### config.mk
export PLATFORM = sky130hd
export DESIGN_NAME = utf8_byte_stream_decoder
export DESIGN_NICKNAME = d
export VERILOG_FILES = /design/src/rtl/u8d_pkg.sv /design/src/rtl/utf8_byte_stream_decoder.sv /design/src/rtl/u8d_in_reg.sv /design/src/rtl/u8d_core.sv /design/src/rtl/u8d_out_reg.sv
export VERILOG_INCLUDE_DIRS = /design/src /design/src/rtl
export SDC_FILE = /design/constraint.sdc
export NUM_CORES = 1
export LEC_CHECK = 0
export ABC_CLOCK_PERIOD_IN_PS = 3600
export BUFFER_PORTS_ARGS = -buffer_cell sky130_fd_sc_hd__buf_2
export CAP_MARGIN = 20
export CORE_MARGIN = 4
export CORE_UTILIZATION = 59
export DETAILED_ROUTE_END_ITERATION = 10
export PLACE_DENSITY = 0.8
export SLEW_MARGIN = 0
export SYNTH_ARGS = -nofsm -noshare
export SYNTH_HDL_FRONTEND = slang
export SYNTH_SLANG_ARGS = --single-unit
### constraint.sdc
create_clock -name clock -period 3.6 [get_ports clock]
set_input_delay 0.54 -clock clock [delete_from_list [all_inputs] [get_ports clock]]
set_output_delay 0.54 -clock clock [all_outputs]
set_load 0.01 [all_outputs]
### src/rtl/assert_macros.svh
// Assertion helpers used by u8d_core.
`ifndef ASSERT_MACROS_SVH
`define ASSERT_MACROS_SVH

// Checked at every rising edge outside reset.
`define U8D_ASSERT(lbl, clk, rst, prop, msg) \
   lbl: assert property (@(posedge clk) disable iff (rst) prop) else $error(msg);

// Checked at every rising edge, reset included.
`define U8D_ASSERT_ALWAYS(lbl, clk, prop, msg) \
   lbl: assert property (@(posedge clk) prop) else $error(msg);

`endif

### src/rtl/u8d_pkg.sv
// ----------------------------------------------------------------------------
// u8d_pkg
// Types and byte class constants for the UTF-8 byte stream decoder.
// ----------------------------------------------------------------------------
package u8d_pkg;

   localparam int ByteWidth  = 8;
   localparam int CodeWidth  = 21;
   localparam int StatWidth  = 2;
   localparam int LenWidth   = 3;
   localparam int CountWidth = 2;

   // Byte class masks and patterns
   localparam logic [7:0] ContMask  = 8'hc0;
   localparam logic [7:0] ContPat   = 8'h80;
   localparam logic [7:0] Lead2Mask = 8'he0;
   localparam logic [7:0] Lead2Pat  = 8'hc0;
   localparam logic [7:0] Lead3Mask = 8'hf0;
   localparam logic [7:0] Lead3Pat  = 8'he0;
   localparam logic [7:0] Lead4Mask = 8'hf8;
   localparam logic [7:0] Lead4Pat  = 8'hf0;
   localparam logic [7:0] Pay2Mask  = 8'h1f;
   localparam logic [7:0] Pay3Mask  = 8'h0f;
   localparam logic [7:0] Pay4Mask  = 8'h07;
   localparam logic [7:0] ContPayMask = 8'h3f;

   typedef enum logic [StatWidth-1:0] {
      ST_OK      = 2'd0,
      ST_STRAY   = 2'd1,
      ST_TRUNC   = 2'd2,
      ST_INVALID = 2'd3
   } status_type;

   typedef struct packed {
      logic [CodeWidth-1:0] code_point;
      status_type           status;
      logic [LenWidth-1:0]  seq_length;
   } result_type;

endpackage

### src/rtl/utf8_byte_stream_decoder.sv
// ----------------------------------------------------------------------------
// utf8_byte_stream_decoder
// Decodes a UTF-8 byte stream, one byte word in, zero or one code point out.
// ----------------------------------------------------------------------------
// Usage:
//   req channel: one raw text byte per word (req_valid / req_stall).
//   rsp channel: code point, status and nominal sequence length per word
//   (rsp_valid / rsp_stall). Status: ok, stray continuation, truncated
//   sequence (code point is the lead byte), invalid lead (code point 0).
//   A lead byte, a byte that only continues an open sequence, or one that is
//   dropped after a truncation, produces no rsp word.
//   Throughput: one byte per cycle while rsp is not stalled, set by the single
//   decode step between the input register and the result register.
//   Path: an accepted byte is held in the input register, decoded, and its
//   result is loaded into the result register that drives rsp.
//   Receiver stall: the result register holds; the input register takes one
//   more byte if it is empty, then req_stall rises until the result leaves.
//   Reset: clears the valid flags of both registers and all decode state; no sequence is open.
// ----------------------------------------------------------------------------
module utf8_byte_stream_decoder (
   input  logic                           clock,
   input  logic                           reset,
   input  logic                           req_valid,
   output logic                           req_stall,
   input  logic [u8d_pkg::ByteWidth-1:0]  req_in_byte,
   output logic                           rsp_valid,
   input  logic                           rsp_stall,
   output logic [u8d_pkg::CodeWidth-1:0]  rsp_code_point,
   output logic [u8d_pkg::StatWidth-1:0]  rsp_status,
   output logic [u8d_pkg::LenWidth-1:0]   rsp_seq_length
);

   logic                          word_valid;
   logic [u8d_pkg::ByteWidth-1:0] word_byte;
   logic                          out_open;
   logic                          step;
   logic                          res_valid;
   u8d_pkg::result_type           res;

   assign step = word_valid && out_open;

   u8d_in_reg u_in_reg (
      .clock       (clock),
      .reset       (reset),
      .req_valid   (req_valid),
      .req_in_byte (req_in_byte),
      .req_stall   (req_stall),
      .take        (out_open),
      .word_valid  (word_valid),
      .word_byte   (word_byte)
   );

   u8d_core u_core (
      .clock     (clock),
      .reset     (reset),
      .step      (step),
      .in_byte   (word_byte),
      .res_valid (res_valid),
      .res       (res)
   );

   u8d_out_reg u_out_reg (
      .clock          (clock),
      .reset          (reset),
      .new_valid      (step && res_valid),
      .new_res        (res),
      .open           (out_open),
      .rsp_valid      (rsp_valid),
      .rsp_stall      (rsp_stall),
      .rsp_code_point (rsp_code_point),
      .rsp_status     (rsp_status),
      .rsp_seq_length (rsp_seq_length)
   );

endmodule

### src/rtl/u8d_in_reg.sv
// ----------------------------------------------------------------------------
// u8d_in_reg
// Input register: holds one byte word until the decode stage takes it.
// ----------------------------------------------------------------------------
module u8d_in_reg (
   input  logic                           clock,
   input  logic                           reset,
   input  logic                           req_valid,
   input  logic [u8d_pkg::ByteWidth-1:0]  req_in_byte,
   output logic                           req_stall,
   input  logic                           take,
   output logic                           word_valid,
   output logic [u8d_pkg::ByteWidth-1:0]  word_byte
);

   logic                          valid_ff;
   logic                          valid_in;
   logic [u8d_pkg::ByteWidth-1:0] byte_ff;
   logic                          load;

   assign req_stall = valid_ff && !take;
   assign load      = req_valid && !req_stall;
   assign valid_in  = load || (valid_ff && !take);

   always_ff @(posedge clock) begin
      if (reset) begin
         valid_ff <= 1'b0;
      end else begin
         valid_ff <= valid_in;
      end
      if (load) begin
         byte_ff <= req_in_byte;
      end
   end

   assign word_valid = valid_ff;
   assign word_byte  = byte_ff;

endmodule

### src/rtl/u8d_core.sv
// ----------------------------------------------------------------------------
// u8d_core
// Decode state and the per-byte step: accumulate payload bits, count
// pending and discarded bytes, classify each byte.
// ----------------------------------------------------------------------------
`include "assert_macros.svh"

module u8d_core (
   input  logic                          clock,
   input  logic                          reset,
   input  logic                          step,
   input  logic [u8d_pkg::ByteWidth-1:0] in_byte,
   output logic                          res_valid,
   output u8d_pkg::result_type           res
);

   logic [u8d_pkg::CountWidth-1:0] bytes_pending_ff, bytes_pending_in;
   logic [u8d_pkg::CountWidth-1:0] bytes_to_discard_ff, bytes_to_discard_in;
   logic [u8d_pkg::CodeWidth-1:0]  accumulator_ff, accumulator_in;
   logic [u8d_pkg::ByteWidth-1:0]  lead_value_ff, lead_value_in;
   logic [u8d_pkg::LenWidth-1:0]   nominal_length_ff, nominal_length_in;

   logic                           is_cont;
   logic [u8d_pkg::CodeWidth-1:0]  cont_bits;
   logic [u8d_pkg::CodeWidth-1:0]  acc_sum;

   assign is_cont = (in_byte & u8d_pkg::ContMask) == u8d_pkg::ContPat;

   // Place the six payload bits by how many words are still expected.
   always_comb begin
      cont_bits = '0;
      case (bytes_pending_ff)
         2'd2:    cont_bits = {9'd0, in_byte[5:0], 6'd0};
         2'd3:    cont_bits = {3'd0, in_byte[5:0], 12'd0};
         default: cont_bits = {15'd0, in_byte[5:0]};
      endcase
   end

   assign acc_sum = accumulator_ff + cont_bits;

   always_comb begin
      bytes_pending_in    = bytes_pending_ff;
      bytes_to_discard_in = bytes_to_discard_ff;
      accumulator_in      = accumulator_ff;
      lead_value_in       = lead_value_ff;
      nominal_length_in   = nominal_length_ff;
      res_valid           = 1'b0;
      res.code_point      = '0;
      res.status          = u8d_pkg::ST_OK;
      res.seq_length      = '0;

      if (bytes_to_discard_ff != '0) begin
         bytes_to_discard_in = bytes_to_discard_ff - 2'd1;
      end else if (bytes_pending_ff != '0) begin
         if (is_cont) begin
            accumulator_in   = acc_sum;
            bytes_pending_in = bytes_pending_ff - 2'd1;
            if (bytes_pending_ff == 2'd1) begin
               res_valid      = 1'b1;
               res.code_point = acc_sum;
               res.seq_length = nominal_length_ff;
            end
         end else begin
            // Sequence cut short: drop this word and the rest of the length.
            bytes_to_discard_in = bytes_pending_ff - 2'd1;
            bytes_pending_in    = '0;
            res_valid           = 1'b1;
            res.code_point      = {13'd0, lead_value_ff};
            res.status          = u8d_pkg::ST_TRUNC;
            res.seq_length      = nominal_length_ff;
         end
      end else if (!in_byte[7]) begin
         res_valid      = 1'b1;
         res.code_point = {13'd0, in_byte};
         res.seq_length = 3'd1;
      end else if (is_cont) begin
         res_valid      = 1'b1;
         res.code_point = {13'd0, in_byte};
         res.status     = u8d_pkg::ST_STRAY;
         res.seq_length = 3'd1;
      end else if ((in_byte & u8d_pkg::Lead2Mask) == u8d_pkg::Lead2Pat) begin
         accumulator_in    = {10'd0, in_byte[4:0], 6'd0};
         bytes_pending_in  = 2'd1;
         nominal_length_in = 3'd2;
         lead_value_in     = in_byte;
      end else if ((in_byte & u8d_pkg::Lead3Mask) == u8d_pkg::Lead3Pat) begin
         accumulator_in    = {5'd0, in_byte[3:0], 12'd0};
         bytes_pending_in  = 2'd2;
         nominal_length_in = 3'd3;
         lead_value_in     = in_byte;
      end else if ((in_byte & u8d_pkg::Lead4Mask) == u8d_pkg::Lead4Pat) begin
         accumulator_in    = {in_byte[2:0], 18'd0};
         bytes_pending_in  = 2'd3;
         nominal_length_in = 3'd4;
         lead_value_in     = in_byte;
      end else begin
         res_valid  = 1'b1;
         res.status = u8d_pkg::ST_INVALID;
      end
   end

   always_ff @(posedge clock) begin
      if (reset) begin
         bytes_pending_ff    <= '0;
         bytes_to_discard_ff <= '0;
         accumulator_ff      <= '0;
         lead_value_ff       <= '0;
         nominal_length_ff   <= '0;
      end else if (step) begin
         bytes_pending_ff    <= bytes_pending_in;
         bytes_to_discard_ff <= bytes_to_discard_in;
         accumulator_ff      <= accumulator_in;
         lead_value_ff       <= lead_value_in;
         nominal_length_ff   <= nominal_length_in;
      end
   end

   `U8D_ASSERT(a_pend_disc_excl, clock, reset,
      (bytes_pending_ff == '0 || bytes_to_discard_ff == '0), "pending and discard both open")
   `U8D_ASSERT(a_open_has_len, clock, reset,
      (bytes_pending_ff == '0 || nominal_length_ff >= 3'd2), "open sequence without length")
   `U8D_ASSERT(a_trunc_closes, clock, reset,
      (step && res_valid && res.status == u8d_pkg::ST_TRUNC |=> bytes_pending_ff == '0), "truncation left sequence open")
   `U8D_ASSERT(a_invalid_zero, clock, reset,
      (res_valid && res.status == u8d_pkg::ST_INVALID |-> res.code_point == '0 && res.seq_length == '0), "invalid lead with payload")

endmodule

### src/rtl/u8d_out_reg.sv
// ----------------------------------------------------------------------------
// u8d_out_reg
// Result register: holds one decoded word until the receiver takes it.
// ----------------------------------------------------------------------------
module u8d_out_reg (
   input  logic                           clock,
   input  logic                           reset,
   input  logic                           new_valid,
   input  u8d_pkg::result_type            new_res,
   output logic                           open,
   output logic                           rsp_valid,
   input  logic                           rsp_stall,
   output logic [u8d_pkg::CodeWidth-1:0]  rsp_code_point,
   output logic [u8d_pkg::StatWidth-1:0]  rsp_status,
   output logic [u8d_pkg::LenWidth-1:0]   rsp_seq_length
);

   logic                valid_ff;
   logic                valid_in;
   u8d_pkg::result_type res_ff;

   // Register may load when empty or when its word leaves this cycle.
   assign open     = !valid_ff || !rsp_stall;
   assign valid_in = open ? new_valid : valid_ff;

   always_ff @(posedge clock) begin
      if (reset) begin
         valid_ff <= 1'b0;
      end else begin
         valid_ff <= valid_in;
      end
      if (open && new_valid) begin
         res_ff <= new_res;
      end
   end

   assign rsp_valid      = valid_ff;
   assign rsp_code_point = res_ff.code_point;
   assign rsp_status     = res_ff.status;
   assign rsp_seq_length = res_ff.seq_length;

endmodule
==> impl_metrics.toml <==
[route]
detail-route-antenna-nets = 0
drc = 0
viasPerCell = 6.12
wirelength_mm = 9.56
wl_per_cell_um = 17.2
dr_total_vias = 3405
drtIter0Drc = 233
drtPass1Iterations = 5

[setup_path]
slowest_stage = "fa_1"
startpoint_type = "flop"
critPathMaxFanout = 7
path_cells = "inv_1 -> ha_1 -> nor2_4 -> and2_1 -> ha_1 -> inv_1 -> fa_1 -> nor2b_1 -> o21a_1 -> o21a_1 -> o21ai_1 -> a21oi_2 -> nor2_1 -> or4_1 -> a31oi_1"
crit_required_ns = 3.89
timing.reg2reg.setup_slack_ns = 0.25
crit_path_max_incr_delay_ns = 0.43
path_class = "flop to flop"
r2r_cells = 15
arrival_ns = 3.64
worstSetupEndpointType = "flop"
r2r_end = "u_core.accumulator_ff[18]"
reg2reg_from = "u_core.bytes_pending_ff[0]"

[cts]
clkSlewWorstSetupHoldPaths_ns = 0.09
numCtsBuffers = 9
clock_sinks = 72
cts_tree = "done"
worstSkewPairLatency_ns = 0.37
htreeDepth = 3
cts-root-buf = "clkbuf_8"
cts_buffer_depth = 2

[synthesis]
yosysSeqAreaShare_pct = 44.5
synth_flop_cell = "dfxtp_1"
synth_top_area_share_pct = 25.5
async_reset_ff_share_pct = 0
synth_common_cells = "nor2_1 (59), dfxtp_1 (38), a21oi_1 (36)"
ys_seq_elements = 72
synth-edff-count = 34
yosysWarnings = 0
yosysMostFrequentCell = "nor2_1"
synth_top_cell_by_area = "edfxtp_1"
postSynthAreaPerCell_um2 = 9.20
netlist_instances = 435
synth_area_um2 = 4000
synth_area_leaders = "edfxtp_1 (26%), dfxtp_1 (19%), ha_1 (7.2%), nor2_1 (5.5%), a21oi_1 (4.5%)"
ys_types = 52
syn-num-nets = 471

[grt]
grt_pass1_vias = 3176
grt_pass1_wl_mm = 15.3
grt.busiest_layer = "met2"
grt_use_total_pct = 23.4
grt_start_max_net_pins = 33
use_met2_pct = 35.8
antenna_found_initial = 0
met1_usage_pct = 31.6
use_met3_pct = 4.75
globalRoute.totalOverflow = 0

[floorplan]
die_area_um2 = 8160
dieWidth_um = 90.4
io_pins = 40
rows = 29
die_h_um = 90.4
initial_core_util_pct = 62.0
core_um2 = 6460

[cells_and_area]
seq_area_um2 = 1780
nFillCells = 495
drive_gt1_share_pct = 13.2
diodes = 0
multi_input_area_um2 = 2070
finalNetCount = 510
area_growth_pct = 10.7

[status]
status = "finished clean"

[placement]
port_buffers = 39
gp_congestion = 0.910
dp_hpwl_mm = 6.98
pre_cts_ws_ns = 0.132

[sta]
finalCritPeriodShare_pct = 93.1
finalHoldViolCount = 0
fin_ws_ns = 0.250
slew_viol_final = 0
tns_ns = 0
rsz0062_at_grt = "false"
fmax_ghz = 0.299
timing.slew.headroom_pct = 47.1
period_minus_slack_ns = 3.35
final.setup_skew_ns = 0.0136
setup_viol = 0
tightest_slew_ns = 0.792

[hold_path]
min_path_type = "primary input to flop"
min_path_cells = 1
min_from = "req_in_byte[0]"
hold_end = "u_in_reg.word_byte[0]"

[power_and_ir_drop]
p_sw_uw = 480
intPower_mw = 1.28
vdd_drop_max_v = 0.000310
p_comb_share_pct = 11.3
clkPwrFrac_pct = 36.7
seq_power_share_pct = 52.0
netSwitchingFraction_pct = 27.2
leakage_nw = 1.83
p_per_area_nw_per_um2 = 398

[flow_run]
cap_violations = 0
## cells by family (layout without fill, tap and decap cells)
family	Yosys count	count (layout)	synth area share, %
AND/OR/NAND/NOR	166	166	19.6
flip-flops	72	72	44.5
multiplexers	8	8	2.00
XOR/XNOR	16	16	3.50
buffers and inverters	31	75	4.06
AO/OA/AOI/OAI	118	118	18.6
adder cells (fa/ha/maj)	24	24	7.69
## stage by stage
step | hold WS [ns] | cells | util [%] | power, mW | area [µm²]
after floorplan | 0.429 | 435 | - | 1.07 | 4000
after global placement | 0.452 | 540 | 65.4 | 1.12 | 4220
after detailed placement | 0.468 | 540 | 65.4 | 1.13 | 4220
after CTS | 0.347 | 556 | 68.4 | 1.76 | 4420
after global routing | 0.342 | 556 | 68.6 | 1.82 | 4430
final | 0.347 | 556 | 68.6 | 1.76 | 4430
## sequential cells by signal (all words and copies together), names as in the netlist
register / flops
u_in_reg.word_valid: 1
u_core.lead_value_ff: 8
u_out_reg.rsp_status: 2
u_out_reg.rsp_seq_length: 3
u_out_reg.rsp_code_point: 21
u_core.accumulator_ff: 21
u_in_reg.word_byte: 8
u_core.bytes_to_discard_ff: 2
u_core.bytes_pending_ff: 2
u_core.nominal_length_ff: 3
u_out_reg.rsp_valid: 1
## worst max path at each step
stage	slack [ns]	start	depth (start not counted)	to
final	0.25	u_core.bytes_pending_ff[0]	15	u_core.accumulator_ff[18]
after global routing	0.08	u_core.bytes_pending_ff[0]	15	u_core.accumulator_ff[18]
after CTS	0.08	u_core.bytes_pending_ff[0]	15	u_core.accumulator_ff[18]
after detailed placement	0.13	u_core.bytes_pending_ff[0]	15	u_core.accumulator_ff[18]
after global placement	0.33	u_core.bytes_pending_ff[0]	15	u_core.accumulator_ff[18]
after floorplan	0.59	u_core.bytes_pending_ff[0]	15	u_core.accumulator_ff[18]
## power by group through the flow
stage | logic, mW | clock network, mW | registers, mW
after floorplan | 0.129 | 0 | 0.937
after CTS | 0.197 | 0.646 | 0.915
after global routing | 0.221 | 0.682 | 0.920
after detailed placement | 0.196 | 0 | 0.934
after global placement | 0.192 | 0 | 0.933
final | 0.200 | 0.647 | 0.916
## cell usage in the layout, fill, tap and decap left out, types with 14 or more instances in the layout
cell / Yosys / routed
nand2_1: 34 / 34
edfxtp_1: 34 / 34
ha_1: 23 / 23
a21oi_1: 36 / 35
dfxtp_1: 38 / 38
nand3_1: 14 / 14
nor2_1: 59 / 58
o21ai_0: 26 / 25
inv_1: 14 / 14
buf_2: 2 / 39
and2_1: 21 / 21
## layer usage
| layer | routed length, µm | share of wire (%) |
|---|---|---|
| met3 | 665 | 7.0 |
| met1 | 4270 | 45 |
| met5 | 0 | 0 |
| met2 | 4340 | 45 |
| met4 | 282 | 3.0 |
## final cells by class
| class | instances | area share, % |
|---|---|---|
| clock inverter | 7 | 1.61 |
| clock buffer | 9 | 2.80 |
| multi-input combinational | 332 | 46.7 |
| tap | 77 | 2.17 |
| sequential | 72 | 40.2 |
| inverter | 15 | 1.27 |
| timing repair buffer | 44 | 5.25 |
## critical path: cells and delay by family (launching register included)
kind | cells | cell delay (ns)
buf+inv | 2 | 0.17
fa+ha+maj | 3 | 0.91
compound gates | 5 | 0.79
simple gates | 5 | 0.98
flops | 1 | 0.40
## repair_timing
| action | 4_1_cts | 5_1_grt |
|---|---|---|
| resized for setup | 0 | 4 |
| buffers inserted | 0 | 0 |
| hold buffers | 0 | 0 |
| hold endpoints to repair | 0 | 0 |
| setup endpoints to repair | 0 | 7 |
Power figures use the tool's default switching activity.
